==> src/hdl/rbf_pkg.sv <==
// ----------------------------------------------------------------------------
// rbf_pkg
// Shared widths, constants and types of the Gaussian RBF kernel evaluator.
// ----------------------------------------------------------------------------
package rbf_pkg;

    localparam int FEATURE_BITS = 16;
    localparam int PROD_W       = 2 * FEATURE_BITS;
    localparam int ACC_W        = 48;
    localparam int NORM_W       = 41;
    localparam int DIST_W       = 43;
    localparam int GAMMA_W      = 24;
    localparam int GAMMA_FRAC   = 16;
    localparam int KERNEL_W     = 17;

    localparam logic [GAMMA_W-1:0]  GAMMA_RESET = 24'd65536;
    localparam logic [ACC_W-1:0]    ACC_MAX     = 48'h7FFF_FFFF_FFFF;
    localparam logic signed [ACC_W:0] CROSS_HI  = 49'sh0_7FFF_FFFF_FFFF;
    localparam logic signed [ACC_W:0] CROSS_LO  = 49'sh1_8000_0000_0000;
    localparam logic [DIST_W-1:0]   DIST_MAX    = 43'h7FF_FFFF_FFFF;
    localparam logic [KERNEL_W-1:0] KERNEL_ONE  = 17'h1_0000;

    localparam int DWIDE_W    = ACC_W + 3;
    localparam int DIST_SPLIT = 20;
    localparam int PROD_HI_W  = GAMMA_W + DIST_W - DIST_SPLIT;
    localparam int PROD_LO_W  = GAMMA_W + DIST_SPLIT;
    localparam int A24_W      = PROD_HI_W + DIST_SPLIT - GAMMA_FRAC;

    localparam int Q30_W        = 30;
    localparam int A30_SHIFT    = 6;
    localparam int N_W          = 4;
    localparam int RCNT_W       = 2;
    localparam int RANGE_W      = Q30_W + N_W;
    localparam int TERM_W       = Q30_W + 1;
    localparam int TPROD_W      = TERM_W + Q30_W;
    localparam int SUM_W        = 32;
    localparam int K_W          = 4;
    localparam int RECIP_W      = 31;
    localparam int RSH_W        = 3;
    localparam int TAYLOR_TERMS = 10;
    localparam int RND_BASE     = 13;

    localparam logic [Q30_W-1:0]  LN2_Q30       = 30'd744261118;
    localparam logic [TERM_W-1:0] ONE_Q30       = 31'h4000_0000;
    localparam logic [A24_W-1:0]  EXP_BOUND_A24 = 51'd186065279;

    // ceil(2^(30+s)/k) with s = ceil(log2 k)
    localparam logic [RECIP_W-1:0] RECIP_POW2 = 31'd1073741824;
    localparam logic [RECIP_W-1:0] RECIP_3    = 31'd1431655766;
    localparam logic [RECIP_W-1:0] RECIP_5    = 31'd1717986919;
    localparam logic [RECIP_W-1:0] RECIP_7    = 31'd1227133514;
    localparam logic [RECIP_W-1:0] RECIP_9    = 31'd1908874354;

    localparam int QUEUE_DEPTH = 4;
    localparam int Q_PTR_W     = 2;
    localparam int Q_CNT_W     = 3;

    typedef struct packed {
        logic [ACC_W-1:0]  self_dot;
        logic [ACC_W-1:0]  cross_dot;
        logic [NORM_W-1:0] norm;
    } job_t;

    typedef struct packed {
        logic [Q_CNT_W-1:0] count;
        logic               not_empty;
    } q_stat_t;

    typedef enum logic [3:0] {
        ST_IDLE,
        ST_DIST,
        ST_MUL_HI,
        ST_MUL_LO,
        ST_BOUND,
        ST_RANGE,
        ST_MUL_TERM,
        ST_DIV,
        ST_ACCUM,
        ST_ROUND,
        ST_DONE
    } back_state_t;

endpackage

==> src/hdl/rbf_front.sv <==
// ----------------------------------------------------------------------------
// rbf_front
// Feature-pair intake: registered products, saturating dot-product
// accumulators, and hand-off of finished vector pairs to the job queue.
// ----------------------------------------------------------------------------
module rbf_front import rbf_pkg::*;
(
    input  logic                           clk,
    input  logic                           rst_n,
    input  logic                           in_valid,
    output logic                           in_ready,
    input  logic signed [FEATURE_BITS-1:0] test_feature,
    input  logic signed [FEATURE_BITS-1:0] ref_feature,
    input  logic        [NORM_W-1:0]       ref_norm_sq,
    input  logic                           last_feature,
    input  q_stat_t                        q_stat,
    output logic                           push,
    output job_t                           push_job
);

    logic                     s1_valid_reg;
    logic                     s1_last_reg;
    logic signed [PROD_W-1:0] s1_sq_reg;
    logic signed [PROD_W-1:0] s1_xy_reg;
    logic [NORM_W-1:0]        s1_norm_reg;
    logic [ACC_W-1:0]         self_acc_reg;
    logic signed [ACC_W-1:0]  cross_acc_reg;

    logic                     accept;
    logic [ACC_W:0]           self_sum;
    logic signed [ACC_W:0]    cross_sum;
    logic [ACC_W-1:0]         self_sat;
    logic signed [ACC_W-1:0]  cross_sat;

    assign in_ready = (q_stat.count + Q_CNT_W'(s1_valid_reg & s1_last_reg))
                      < Q_CNT_W'(QUEUE_DEPTH);
    assign accept   = in_valid && in_ready;

    always_comb
    begin
        self_sum  = {1'b0, self_acc_reg} + (ACC_W+1)'($unsigned(s1_sq_reg));
        cross_sum = (ACC_W+1)'(cross_acc_reg) + (ACC_W+1)'(s1_xy_reg);
        self_sat  = (self_sum > {1'b0, ACC_MAX}) ? ACC_MAX : self_sum[ACC_W-1:0];
        if (cross_sum > CROSS_HI)
            cross_sat = CROSS_HI[ACC_W-1:0];
        else if (cross_sum < CROSS_LO)
            cross_sat = CROSS_LO[ACC_W-1:0];
        else
            cross_sat = cross_sum[ACC_W-1:0];
    end

    assign push               = s1_valid_reg && s1_last_reg;
    assign push_job.self_dot  = self_sat;
    assign push_job.cross_dot = cross_sat;
    assign push_job.norm      = s1_norm_reg;

    always_ff @(posedge clk or negedge rst_n)
    begin
        if (!rst_n)
        begin
            s1_valid_reg  <= 1'b0;
            s1_last_reg   <= 1'b0;
            self_acc_reg  <= '0;
            cross_acc_reg <= '0;
        end
        else
        begin
            s1_valid_reg <= accept;
            s1_last_reg  <= accept && last_feature;
            if (s1_valid_reg)
            begin
                if (s1_last_reg)
                begin
                    self_acc_reg  <= '0;
                    cross_acc_reg <= '0;
                end
                else
                begin
                    self_acc_reg  <= self_sat;
                    cross_acc_reg <= cross_sat;
                end
            end
        end
    end

    always_ff @(posedge clk)
    begin
        if (accept)
        begin
            s1_sq_reg   <= test_feature * test_feature;
            s1_xy_reg   <= test_feature * ref_feature;
            s1_norm_reg <= ref_norm_sq;
        end
    end

`ifndef SYNTH
    a_clear_after_push: assert property (@(posedge clk) disable iff (!rst_n)
        push |=> (self_acc_reg == '0) && (cross_acc_reg == '0))
        else $error("accumulators not cleared after vector pair hand-off");
`endif

endmodule

==> config.mk <==
export PLATFORM = sky130hd
export DESIGN_NAME = rbf_front
export DESIGN_NICKNAME = d
export VERILOG_FILES = /design/src/hdl/rbf_pkg.sv /design/src/hdl/rbf_front.sv
export SDC_FILE = /design/constraint.sdc
export NUM_CORES = 2
export LEC_CHECK = 0
export BUFFER_PORTS_ARGS = -buffer_cell sky130_fd_sc_hd__buf_4
export CAP_MARGIN = 20
export CORE_ASPECT_RATIO = 0.8
export CORE_MARGIN = 2
export CORE_UTILIZATION = 40
export DETAILED_ROUTE_END_ITERATION = 16
export PLACE_DENSITY = 0.69
export SYNTH_ARGS = -nofsm -noshare
export SYNTH_HDL_FRONTEND = slang
export SYNTH_SLANG_ARGS = --single-unit
==> constraint.sdc <==
create_clock -name clk -period 4.8 [get_ports clk]
set_input_delay 0.48 -clock clk [delete_from_list [all_inputs] [get_ports clk]]
set_output_delay 0.48 -clock clk [all_outputs]
set_load 0.01 [all_outputs]
==> impl_metrics.yaml <==
place:
  dp.cells: 4873
  place_congestion: 0.929
  dpl_worst_slack_ns: -1.74
  io_buffers: 217
  dpl.hpwl_um: 68000
final_layout:
  final_common_cell: "inv_1"
  multi_input_area_mm2: 0.0240
  nets: 4773
  seq_area_mm2: 0.00558
  drive_gt1_share_pct: 25.0
  most-common-layout-cells: "inv_1, buf_4, fa_1"
  fin_cells: 4986
  n_fill_cell: 7098
  fin_util_pct: 51.5
  area_growth_pct: 26.7
global_route:
  grt_first_pass_wirelength_um: 137000
  grt-ovfl-total: 0
  grt_max_degree: 84
  antenna_found_initial: 2
  grt_pass1_vias: 26100
  grtUsageTotal_pct: 20.7
die:
  io_pins: 220
  row_count: 91
  fp.dieW_um: 318
  initial_core_util_pct: 40.6
  die_h_um: 255
  dieArea_mm2: 0.0809
  core_area_mm2: 0.0774
clock_tree:
  root_buffer: "clkbuf_16"
  clockBufferDepth: 3
  cts_buffers: 26
  hold_buffers: 0
  htree_num_levels: 1
  clock-sinks: 202
  cts_tree: "built"
  clk_pin_slew_ns: 0.06
  clock_latency_ns: 0.56
route:
  vias: 25400
  wl_per_cell_um: 17.1
  first_pass_iters: 6
  drtIter0Drc: 1909
  drc: 0
  vias_per_cell: 5.09
  finalWirelength_um: 85200
  drtAntennaViolNets: 0
timing:
  setup_viol: 38
  fmax_mhz: 173
  period_needed_ns: 5.79
  finalCritPeriodShare_pct: 121
  setup_ws_ns: -0.993
  skew_ns: 0.0147
  worstMarginPinSlew_ns: 0.948
  slew_viol_final: 0
  holdWs_ns: 0.0440
  maxSlewHeadroom_pct: 36.6
  hold_violations: 0
  rsz0062_at_grt: "true"
run:
  drv_cap: 0
yosys:
  synth.distinct_cells: 77
  synth_seq_cells: 202
  synth_edf_count: 104
  synth_fp_nets: 4267
  ys_seq_area_share_pct: 17.7
  synthCells: 3436
  async_flop_share_pct: 48.5
  ys.flop_type: "edfxtp_1"
  ys.warnings.count: 0
  avgSynthCellArea_um2: 9.15
  syn_area_mm2: 0.0315
worst_setup_path:
  critPathLaunchType: "input pin"
  arrival_ns: 6.10
  end_kind: "flop"
  cp.required_ns: 5.11
  r2r_slack_ns: 1.04
  worstPathMaxFanout: 5
  worst-setup-path-type: "in -> reg"
min_path:
  worst_hold_path_type: "in -> async"
status:
  status: "finished with violations"
  violations: "setup timing"
cell families after synthesis:
family          synth area share, %
compound gates                 11.8
fa+ha+maj                      41.8
other cells                  0.0119
flops                          17.7
buf+inv                        10.9
mux                          0.0636
simple gates                   13.2
xor+xnor                       4.54
worst max-delay path, cell delays in order:
cell and delay [ns]:
buf_8 0.12, buf_6 0.13, buf_12 0.13, nand2_4 0.07
inv_1 0.05, fa_1 0.42, inv_1 0.08, fa_2 0.45
fa_2 0.57, inv_1 0.05, fa_1 0.48, fa_1 0.50
inv_1 0.05, fa_1 0.51, inv_2 0.04, ha_4 0.21
a21oi_2 0.16, o21ai_2 0.07, or2_4 0.24, nor2_2 0.10
a21o_1 0.18, o21ai_2 0.07, or4_1 0.41, a31o_2 0.28
buf_4 0.14, xnor2_1 0.11
timing repair:
action / 4_1_cts / 5_1_grt
setup buffers: 44 / 28
setup endpoints to repair: 101 / 128
cloned: 5 / 4
resized for setup: 234 / 146
pin swaps: 103 / 122
cell usage after synthesis, types with 17 or more instances:
cell type  number  share of area [%]
a211oi_1       18               0.43
a21o_1         68                1.6
a21oi_1       146                2.3
a22o_1         21               0.58
a31oi_1        20               0.40
and2_1        181                3.6
and3_1         31               0.62
clkbuf_1      114                1.4
dfrtp_1        98                7.8
edfxtp_1      104                9.9
fa_1          498                 32
ha_1          252                 10
inv_1         755                9.0
nand2_1       325                3.9
nand2b_1       18               0.36
nand3_1        40               0.64
nand4_1        24               0.48
nor2_1        153                1.8
nor2b_1        17               0.34
nor3_1         33               0.53
o21a_1         18               0.43
o21ai_0        98                1.6
o21bai_1       20               0.48
o22ai_1        43               0.86
o2bb2ai_1      17               0.47
xnor2_1       119                3.3
xor2_1         44                1.2
per-stage QoR:
step	TNS, ns	cell area, µm²
after global routing	-30.27	39800
after global placement	-49.08	36900
after detailed placement	-52.74	36900
final	-24.26	39800
after CTS	-21.66	39200
after floorplan	-28.30	32400
area by class of cell:
cell class                      instances  share of cell area (%)
Multi-Input combinational cell       2342                    60.2
Sequential cell                       202                    14.0
Timing Repair Buffer                  615                    13.4
Inverter                              755                    7.17
Tap cell                             1023                    3.21
Clock buffer                           36                    1.78
Clock inverter                         12                   0.292
Antenna cell                            1                 0.00628
final timing paths:
path / start / endpoint / cells past startpoint
max: test_feature[3] / s1_sq_reg[29]$_DFFE_PP_ / 26
min reg2reg: cross_acc_reg[46]$_DFFE_PN0P_ / cross_acc_reg[46]$_DFFE_PN0P_ / 1
max reg2reg: s1_sq_reg[17]$_DFFE_PP_ / self_acc_reg[7]$_DFFE_PN0P_ / 12
max in group asynchronous: rst_n / self_acc_reg[31]$_DFFE_PN0P_ / 2
min in group clk: ref_norm_sq[30] / s1_norm_reg[30]$_DFFE_PP_ / 1
min: rst_n / cross_acc_reg[23]$_DFFE_PN0P_ / 1
metal layers:
metal / track usage (%) / share of wire, % / vias to the layer above
met3: 3.24 / 7.5 / 88
met2: 33.1 / 45 / 734
li1: - / - / 11900
met5: 0 / 0 / -
met1: 30.1 / 46 / 12600
met4: 3.80 / 1.5 / 0
Power is not shown: default switching activity piles up to over one toggle a cycle in this logic, so the estimate is an artifact.
