==> src/hdl/rbf_pkg.sv <==
// ----------------------------------------------------------------------------
// rbf_pkg
// Shared widths, constants and types of the Gaussian RBF kernel evaluator.
// ----------------------------------------------------------------------------
package rbf_pkg;

    localparam int FEATURE_BITS = 16;
    localparam int PROD_W       = 2 * FEATURE_BITS;
    localparam int ACC_W        = 48;
    localparam int NORM_W       = 41;
    localparam int DIST_W       = 43;
    localparam int GAMMA_W      = 24;
    localparam int GAMMA_FRAC   = 16;
    localparam int KERNEL_W     = 17;

    localparam logic [GAMMA_W-1:0]  GAMMA_RESET = 24'd65536;
    localparam logic [ACC_W-1:0]    ACC_MAX     = 48'h7FFF_FFFF_FFFF;
    localparam logic signed [ACC_W:0] CROSS_HI  = 49'sh0_7FFF_FFFF_FFFF;
    localparam logic signed [ACC_W:0] CROSS_LO  = 49'sh1_8000_0000_0000;
    localparam logic [DIST_W-1:0]   DIST_MAX    = 43'h7FF_FFFF_FFFF;
    localparam logic [KERNEL_W-1:0] KERNEL_ONE  = 17'h1_0000;

    localparam int DWIDE_W    = ACC_W + 3;
    localparam int DIST_SPLIT = 20;
    localparam int PROD_HI_W  = GAMMA_W + DIST_W - DIST_SPLIT;
    localparam int PROD_LO_W  = GAMMA_W + DIST_SPLIT;
    localparam int A24_W      = PROD_HI_W + DIST_SPLIT - GAMMA_FRAC;

    localparam int Q30_W        = 30;
    localparam int A30_SHIFT    = 6;
    localparam int N_W          = 4;
    localparam int RCNT_W       = 2;
    localparam int RANGE_W      = Q30_W + N_W;
    localparam int TERM_W       = Q30_W + 1;
    localparam int TPROD_W      = TERM_W + Q30_W;
    localparam int SUM_W        = 32;
    localparam int K_W          = 4;
    localparam int RECIP_W      = 31;
    localparam int RSH_W        = 3;
    localparam int TAYLOR_TERMS = 10;
    localparam int RND_BASE     = 13;

    localparam logic [Q30_W-1:0]  LN2_Q30       = 30'd744261118;
    localparam logic [TERM_W-1:0] ONE_Q30       = 31'h4000_0000;
    localparam logic [A24_W-1:0]  EXP_BOUND_A24 = 51'd186065279;

    // ceil(2^(30+s)/k) with s = ceil(log2 k)
    localparam logic [RECIP_W-1:0] RECIP_POW2 = 31'd1073741824;
    localparam logic [RECIP_W-1:0] RECIP_3    = 31'd1431655766;
    localparam logic [RECIP_W-1:0] RECIP_5    = 31'd1717986919;
    localparam logic [RECIP_W-1:0] RECIP_7    = 31'd1227133514;
    localparam logic [RECIP_W-1:0] RECIP_9    = 31'd1908874354;

    localparam int QUEUE_DEPTH = 4;
    localparam int Q_PTR_W     = 2;
    localparam int Q_CNT_W     = 3;

    typedef struct packed {
        logic [ACC_W-1:0]  self_dot;
        logic [ACC_W-1:0]  cross_dot;
        logic [NORM_W-1:0] norm;
    } job_t;

    typedef struct packed {
        logic [Q_CNT_W-1:0] count;
        logic               not_empty;
    } q_stat_t;

    typedef enum logic [3:0] {
        ST_IDLE,
        ST_DIST,
        ST_MUL_HI,
        ST_MUL_LO,
        ST_BOUND,
        ST_RANGE,
        ST_MUL_TERM,
        ST_DIV,
        ST_ACCUM,
        ST_ROUND,
        ST_DONE
    } back_state_t;

endpackage

==> src/hdl/rbf_queue.sv <==
// ----------------------------------------------------------------------------
// rbf_queue
// Short job queue between the accumulating front and the kernel back end.
// ----------------------------------------------------------------------------
module rbf_queue import rbf_pkg::*;
(
    input  logic    clk,
    input  logic    rst_n,
    input  logic    push,
    input  job_t    push_job,
    input  logic    pop,
    output job_t    pop_job,
    output q_stat_t q_stat
);

    job_t               slot_reg [QUEUE_DEPTH];
    logic [Q_PTR_W-1:0] wr_ptr_reg;
    logic [Q_PTR_W-1:0] rd_ptr_reg;
    logic [Q_CNT_W-1:0] count_reg;

    function automatic logic [Q_PTR_W-1:0] ptr_inc(input logic [Q_PTR_W-1:0] p);
        ptr_inc = (p == Q_PTR_W'(QUEUE_DEPTH - 1)) ? '0 : p + 1'b1;
    endfunction

    assign pop_job          = slot_reg[rd_ptr_reg];
    assign q_stat.count     = count_reg;
    assign q_stat.not_empty = (count_reg != '0);

    always_ff @(posedge clk or negedge rst_n)
    begin
        if (!rst_n)
        begin
            wr_ptr_reg <= '0;
            rd_ptr_reg <= '0;
            count_reg  <= '0;
        end
        else
        begin
            if (push)
                wr_ptr_reg <= ptr_inc(wr_ptr_reg);
            if (pop)
                rd_ptr_reg <= ptr_inc(rd_ptr_reg);
            case ({push, pop})
                2'b10:   count_reg <= count_reg + 1'b1;
                2'b01:   count_reg <= count_reg - 1'b1;
                default: count_reg <= count_reg;
            endcase
        end
    end

    always_ff @(posedge clk)
    begin
        if (push)
            slot_reg[wr_ptr_reg] <= push_job;
    end

`ifndef SYNTH
    a_no_overflow: assert property (@(posedge clk) disable iff (!rst_n)
        push |-> (count_reg < Q_CNT_W'(QUEUE_DEPTH)) || pop)
        else $error("job queue overflow");
    a_no_underflow: assert property (@(posedge clk) disable iff (!rst_n)
        pop |-> (count_reg != '0))
        else $error("job queue underflow");
`endif

endmodule

==> config.mk <==
export PLATFORM = sky130hd
export DESIGN_NAME = rbf_queue
export DESIGN_NICKNAME = d
export VERILOG_FILES = /design/src/hdl/rbf_pkg.sv /design/src/hdl/rbf_queue.sv
export SDC_FILE = /design/constraint.sdc
export NUM_CORES = 1
export LEC_CHECK = 0
export BUFFER_PORTS_ARGS = -buffer_cell sky130_fd_sc_hd__buf_2
export CAP_MARGIN = 10
export CORE_MARGIN = 4
export CORE_UTILIZATION = 50
export CTS_CLUSTER_DIAMETER = 40
export DETAILED_ROUTE_END_ITERATION = 6
export PLACE_DENSITY = 0.81
export SYNTH_ARGS = -nofsm -noshare
export SYNTH_HDL_FRONTEND = slang
export SYNTH_SLANG_ARGS = --single-unit
export TNS_END_PERCENT = 100
==> constraint.sdc <==
create_clock -name clk -period 5.55 [get_ports clk]
set_input_delay 0.555 -clock clk [delete_from_list [all_inputs] [get_ports clk]]
set_output_delay 0.555 -clock clk [all_outputs]
set_load 0.005 [all_outputs]
==> results_dict.tcl, run 1 <==
set metrics [dict create \
    startpoint_type "flip-flop" \
    worstRegToRegCells 4 \
    cts.root.buffer_cell "sky130_fd_sc_hd__clkbuf_16" \
    setup.worst_path.end "pop_job[7]" \
    vias_per_cell 5.534 \
    final.setup.worst_slack_ns 2.118 \
    critical_path_required_ns 4.99 \
    globalRoute.totalOverflow 0 \
    synth-async-reset-ratio_pct 1.261 \
    syn-mean-instance-area_um2 26.78 \
    fmax_mhz 291.4 \
    hold_path_class "in -> reg" \
    io_buffer_count 281 \
    final_antenna_net_count 0 \
    yosys_warn_count 0 \
    share_of_final_layout_standard_cells_stronger_than_drive_strength_1_pct 48.21 \
    tritoncts.num_buffers 71 \
    share_seq_of_total_power_pct 42.7 \
    combinationalPowerShare_pct 23.1 \
    globalRouteTotalUtil_pct 18.27 \
    critical_path_peak_fanout 73 \
    yosys.cell_types.count 18 \
    timing.critical_path.slowest_cell_delay_ns 1.04 \
    finalSetupTns_ns 0 \
    total_power_mw 13.32 \
    p_switching_mw 3.601 \
    reg2reg_setup_slack_ns 3.17 \
    dp.cells 1537 \
    worst_path_buffer_plus_inverter_count 2 \
    top_level_ports 282 \
    post_cts.resized_instances 0 \
    clock_input_transition_at_the_sequential_cells_of_the_worst_setup_and_hold_paths_ns 0.06 \
    synth_sequential_area_ratio_pct 82.36 \
    design.die.area_mm2 0.04367 \
    critical_path.startpoint "rd_ptr_reg[1]" \
    path_delay_family "flip-flops" \
    maxCapViolCount 0 \
    floorplan.die.width_um 209.0 \
    crit_path_arrival_time_ns 2.88 \
    power.density_mw_per_mm2 541.1 \
    outcome "finished clean" \
    clock-skew-final_ns 0.01271 \
    std_cell_core_area_mm2 0.03982 \
    rsz0062_at_grt "false" \
    dr.pass1.iters 5 \
    fp.dieH_um 209.0 \
    power_switching_share_pct 27.03 \
    internal_power_mw 9.720 \
    layout.filler_cells 2690 \
    cts-root-to-sink-buffers 3 \
    path_depth 3 \
    ff_latch_area_mm2 0.01664 \
    synth_seq_cells 555 \
    peakVddDrop_mv 0.3449 \
    tritoncts "done" \
    layout_min_cycle_time_ns 3.432 \
    finish.net_count 1234 \
    placer_congestion_estimate 0.7355 \
    synthesis.instances 754 \
    non_filler_instance_count_after_layout 1673 \
    timing.rr.end "slot_reg[0][110]" \
    post_syn_area_mm2 0.02019 \
    pwr-share-clk_pct 34.2 \
    wl_per_instance_um 23.55 \
    multi_input_gate_area_in_the_final_layout_mm2 0.003307 \
    route.vias.total 9259 \
    finalHoldViolations 0 \
    flip_flop_count_of_the_largest_register_after_layout 548 \
    cts.sink_count 555 \
    first_global_vias 9939 \
    end_kind "primary output" \
    top_count_cell_post_synth "sky130_fd_sc_hd__edfxtp_1" \
    antenna_violations_before_repair 5 \
    synth-edff-count 548 \
    critical_path_type "reg -> out" \
    synth_ff_type "sky130_fd_sc_hd__edfxtp_1" \
    worst_skew_pair.late_latency_ns 0.57 \
    finalSetupViolations 0 \
    syn_nets 902 \
    first_pass_grt_wire_length_mm 61.02 \
    area_delta_synth_final_pct 21.92 \
    worstReg2RegStart "wr_ptr_reg[1]" \
    std_cell_rows 73 \
    period_share_pct 61.84 \
    worst_path_max_delay_cell "sky130_fd_sc_hd__dfrtp_4" \
    totalWireLength_mm 39.39 \
    ys_top_cells_by_area "sky130_fd_sc_hd__edfxtp_1, sky130_fd_sc_hd__mux4_2, sky130_fd_sc_hd__dfrtp_1, sky130_fd_sc_hd__buf_6, sky130_fd_sc_hd__ha_1" \
    ctsHtreeMaxLevel 3 \
    yosys.area.top_type "sky130_fd_sc_hd__edfxtp_1" \
    post-dp-hpwl_mm 22.91 \
    final-max-slew-violation-count 0 \
    cp_cell_sequence "buf_12 > mux4_2 > buf_2" \
    total_leakage_power_nw 8.459 \
    synth_commonest_cells "sky130_fd_sc_hd__edfxtp_1, sky130_fd_sc_hd__mux4_2, sky130_fd_sc_hd__buf_2, sky130_fd_sc_hd__buf_6, sky130_fd_sc_hd__dfrtp_1" \
    drt-initial-drc-count 674 \
    dp_slack_ns 2.785 \
    starting_density_of_the_core_pct 50.71 \
    max-slew-margin-rel_pct 31.01 \
    maximum_number_of_pins_on_one_net_before_global_route_repair 85 \
    synth_top_area_share_pct 81.49 \
    remaining_drc_errors 0 \
    tightest_slew_ns 1.035 \
]
-- per-stage QoR --
| step | utilization, % | hold slack, ns | cell area, µm² |
|---|---|---|---|
| 6_report | 61.82 | 0.1949 | 24620 |
| 5_1_grt | 61.80 | 0.1617 | 24610 |
| 4_1_cts | 61.80 | 0.1539 | 24610 |
| 3_5_place_dp | 55.66 | 0.4021 | 22170 |
| 3_3_place_gp | 55.66 | 0.4021 | 22170 |
| 2_1_floorplan | - | 0.2594 | 20190 |
-- cell families (layout without fill, tap and decap cells) --
kind of cell    Yosys count  after routing  share of synthesized area (%)
compound gates            3              3                        0.07433
xor+xnor                  3              3                         0.1301
fa+ha+maj                 7              7                         0.4709
buf+inv                  37            428                          1.314
flops                   555            555                          82.36
mux                     139            139                          15.39
other cells               0              3                              0
simple gates             10             10                         0.2602
-- power by group through the flow --
stage | sequential (mW) | combinational [mW] | clock, mW
2_1_floorplan | 5.64 | 2.07 | 0
3_3_place_gp | 5.72 | 3.12 | 0
3_5_place_dp | 5.78 | 3.14 | 0
4_1_cts | 5.70 | 3.18 | 4.66
5_1_grt | 5.76 | 3.33 | 4.87
6_report | 5.69 | 3.07 | 4.56
-- layer usage --
layer	GRT usage, %	vias up	part of all wire, %
met2	29.40	374	51
met1	24.70	4868	39
met5	0	-	0.11
met4	5.198	8	1.7
li1	-	3952	-
met3	5.570	57	8.1
-- cell usage in the layout, fill, tap and decap left out, drive strengths merged, types with 2 or more instances in the layout --
cell        n
and2        4
buf       289
bufinv      5
clkbuf     83
clkinv     23
clkinvlp    5
dfrtp       7
diode       3
edfxtp    548
ha          6
inv        22
mux2        2
mux4      137
nand2       2
nor2        2
o21ai       3
or3         2
xor2        2
-- layout make-up --
type	instances	share of cell area, %
clock inverter	49	2.063
antenna	3	0.03049
tap	525	2.668
clock buffer	83	7.831
inverter	6	0.09148
timing repair buffer	290	6.302
sequential	555	67.58
multi-input combinational	162	13.43
-- worst min path at each step --
stage / start / slack, ns / depth (start not counted) / endpoint
3_5_place_dp: rst_n / 0.40 / 1 / count_reg[0]
4_1_cts: push_job[103] / 0.15 / 1 / slot_reg[3][103]
3_3_place_gp: rst_n / 0.40 / 1 / count_reg[0]
2_1_floorplan: rst_n / 0.26 / 0 / count_reg[0]
5_1_grt: push_job[81] / 0.16 / 1 / slot_reg[1][81]
6_report: push_job[100] / 0.19 / 1 / slot_reg[2][100]
-- what timing repair did --
item,CTS,global route
hold endpoints to repair,7,0
buffers inserted,0,0
hold buffers,1,0
setup endpoints to repair,0,0
No activity file was read; power rests on OpenSTA's default activity.
==> run 2, diff against run 1 <==
--- a/config.mk
+++ b/config.mk
@@ -11,7 +11,7 @@
 export CORE_UTILIZATION = 50
 export CTS_CLUSTER_DIAMETER = 40
 export DETAILED_ROUTE_END_ITERATION = 6
-export PLACE_DENSITY = 0.81
+export PLACE_DENSITY = 0.84
 export SYNTH_ARGS = -nofsm -noshare
 export SYNTH_HDL_FRONTEND = slang
 export SYNTH_SLANG_ARGS = --single-unit
==> constraint.sdc (replaced) <==
create_clock -name clk -period 2.75 [get_ports clk]
set_input_delay 0.275 -clock clk [delete_from_list [all_inputs] [get_ports clk]]
set_output_delay 0.275 -clock clk [all_outputs]
set_load 0.005 [all_outputs]
==> results_dict.tcl, run 2 (synthesized netlist as in run 1, its figures left out) <==
set metrics [dict create \
    startpoint_type "flip-flop" \
    power.density_mw_per_mm2 1043 \
    fin_util_pct 65.70 \
    vias_per_cell 5.530 \
    fmax_mhz 384.8 \
    critical_path_type "reg -> out" \
    finish.net_count 1390 \
    remaining_drc_errors 0 \
    final-max-slew-violation-count 0 \
    layout_min_cycle_time_ns 2.599 \
    outcome "finished clean" \
    mostFrequentLayoutCell "sky130_fd_sc_hd__edfxtp_1" \
    total_power_mw 27.29 \
    std_cell_rows 73 \
    totalWireLength_mm 44.96 \
    design.die.area_mm2 0.04367 \
    reg2reg_setup_slack_ns 0.89 \
    final_antenna_net_count 0 \
    maxCapViolCount 0 \
    finalHoldViolations 0 \
    fp.dieH_um 209.0 \
    max-slew-margin-rel_pct 58.84 \
    floorplan.die.width_um 209.0 \
    io_buffer_count 281 \
    crit_path_arrival_time_ns 2.32 \
    peakVddDrop_mv 0.8022 \
    wl_per_instance_um 24.68 \
    timing.critical_path.slowest_cell_delay_ns 0.61 \
    worst_skew_pair.late_latency_ns 0.57 \
    multi_input_gate_area_in_the_final_layout_mm2 0.003307 \
    globalRouteTotalUtil_pct 20.78 \
    rsz0062_at_grt "false" \
    antenna_violations_before_repair 4 \
    top_level_ports 282 \
    non_filler_instance_count_after_layout 1822 \
    maximum_number_of_pins_on_one_net_before_global_route_repair 70 \
    tritoncts "done" \
    commonest_non_fill_non_tap_cells_in_the_layout "sky130_fd_sc_hd__edfxtp_1, sky130_fd_sc_hd__buf_2, sky130_fd_sc_hd__dlygate4sd3_1, sky130_fd_sc_hd__mux4_2, sky130_fd_sc_hd__clkbuf_16" \
    first_pass_grt_wire_length_mm 68.41 \
    clock_input_transition_at_the_sequential_cells_of_the_worst_setup_and_hold_paths_ns 0.07 \
    ff_latch_area_mm2 0.01664 \
    end_kind "primary output" \
    hold_path_class "in -> async" \
    flip_flop_count_of_the_largest_register_after_layout 548 \
    total_leakage_power_nw 9.095 \
    cts.sink_count 555 \
    cts-root-to-sink-buffers 3 \
    std_cell_core_area_mm2 0.03982 \
    cp_cell_sequence "buf_12 > mux4_2 > buf_2" \
    tightest_slew_ns 0.6174 \
    share_of_final_layout_standard_cells_stronger_than_drive_strength_1_pct 43.19 \
    tritoncts.num_buffers 68 \
    critical_path_peak_fanout 38 \
    drt-initial-drc-count 748 \
    post-dp-hpwl_mm 25.67 \
    starting_density_of_the_core_pct 50.71 \
    worst_path_max_delay_cell "sky130_fd_sc_hd__dfrtp_4" \
    post_cts_setup_driven_buffer_insertion_count 0 \
    first_global_vias 11060 \
    period_share_pct 94.51 \
    finalSetupViolations 0 \
    dp.cells 1557 \
    layout.filler_cells 2490 \
    area_delta_synth_final_pct 29.56 \
    critical_path_required_ns 2.48 \
    post_cts.resized_instances 0 \
    final.setup.worst_slack_ns 0.1509 \
    globalRoute.totalOverflow 0 \
    worstRegToRegCells 4 \
    route.vias.total 10080 \
    dr.pass1.iters 5 \
    dp_slack_ns 0.7312 \
    clock-skew-final_ns 0.01504 \
    placer_congestion_estimate 0.7311 \
    cts.root.buffer_cell "sky130_fd_sc_hd__clkbuf_16" \
    ctsHtreeMaxLevel 3 \
    finalSetupTns_ns 0 \
]
==> run 2: worst max-delay path, delay by kind of cell, from the launching register on <==
kind | cells | cell delay [ns]
multiplexers | 1 | 0.61
flip-flops | 1 | 0.61
buffers and inverters | 2 | 0.48
==> run 2: metrics by stage <==
step	hold slack (ns)	area (µm²)
after floorplan	-0.02059	20200
after global placement	0.1186	22440
after detailed placement	0.1251	22440
after CTS	0.04229	26150
after global routing	0.09349	26160
final	0.08430	26160
==> run 2: power by group <==
part	total (mW)	internal (mW)	switching (mW)	leakage (nW)
Combinational	6.99	3.51	3.49	2.88
Clock	8.93	5.52	3.41	1.10
Sequential	11.4	10.8	0.536	5.11
Total	27.3	19.9	7.44	9.09
==> run 2: layout make-up <==
cell class              instances  share of cell area, %
diodes                          5                0.04782
clock buffers                  82                  7.064
clock inverters                38                  1.755
inverters                       6                0.08608
multi-input cells             162                  12.64
flip-flops and latches        555                  63.60
well taps                     525                  2.511
repair buffers                449                  12.30
==> run 2: path summary, 6_finish.rpt <==
path	start	endpoint
setup / recovery	rd_ptr_reg[0]	pop_job[49]
hold / removal	rst_n	count_reg[0]
setup reg to reg	wr_ptr_reg[0]	slot_reg[2][65]
hold reg to reg	count_reg[0]	count_reg[0]
max in group asynchronous	rst_n	rd_ptr_reg[0]
min in group clk	push_job[19]	slot_reg[3][19]
==> run 2: metal layers <==
| layer | share of wire [%] | vias up | global-route usage, % |
|---|---|---|---|
| met5 | 0 | - | 0 |
| met1 | 38 | 5266 | 26.91 |
| met3 | 7.7 | 70 | 5.059 |
| li1 | - | 4265 | - |
| met2 | 52 | 475 | 35.12 |
| met4 | 2.4 | 0 | 6.976 |
==> run 2: repair_timing <==
action                                  CTS  global route
hold buffers                            140             0
endpoints found under the setup margin    0             0
hold endpoints to repair                558             0
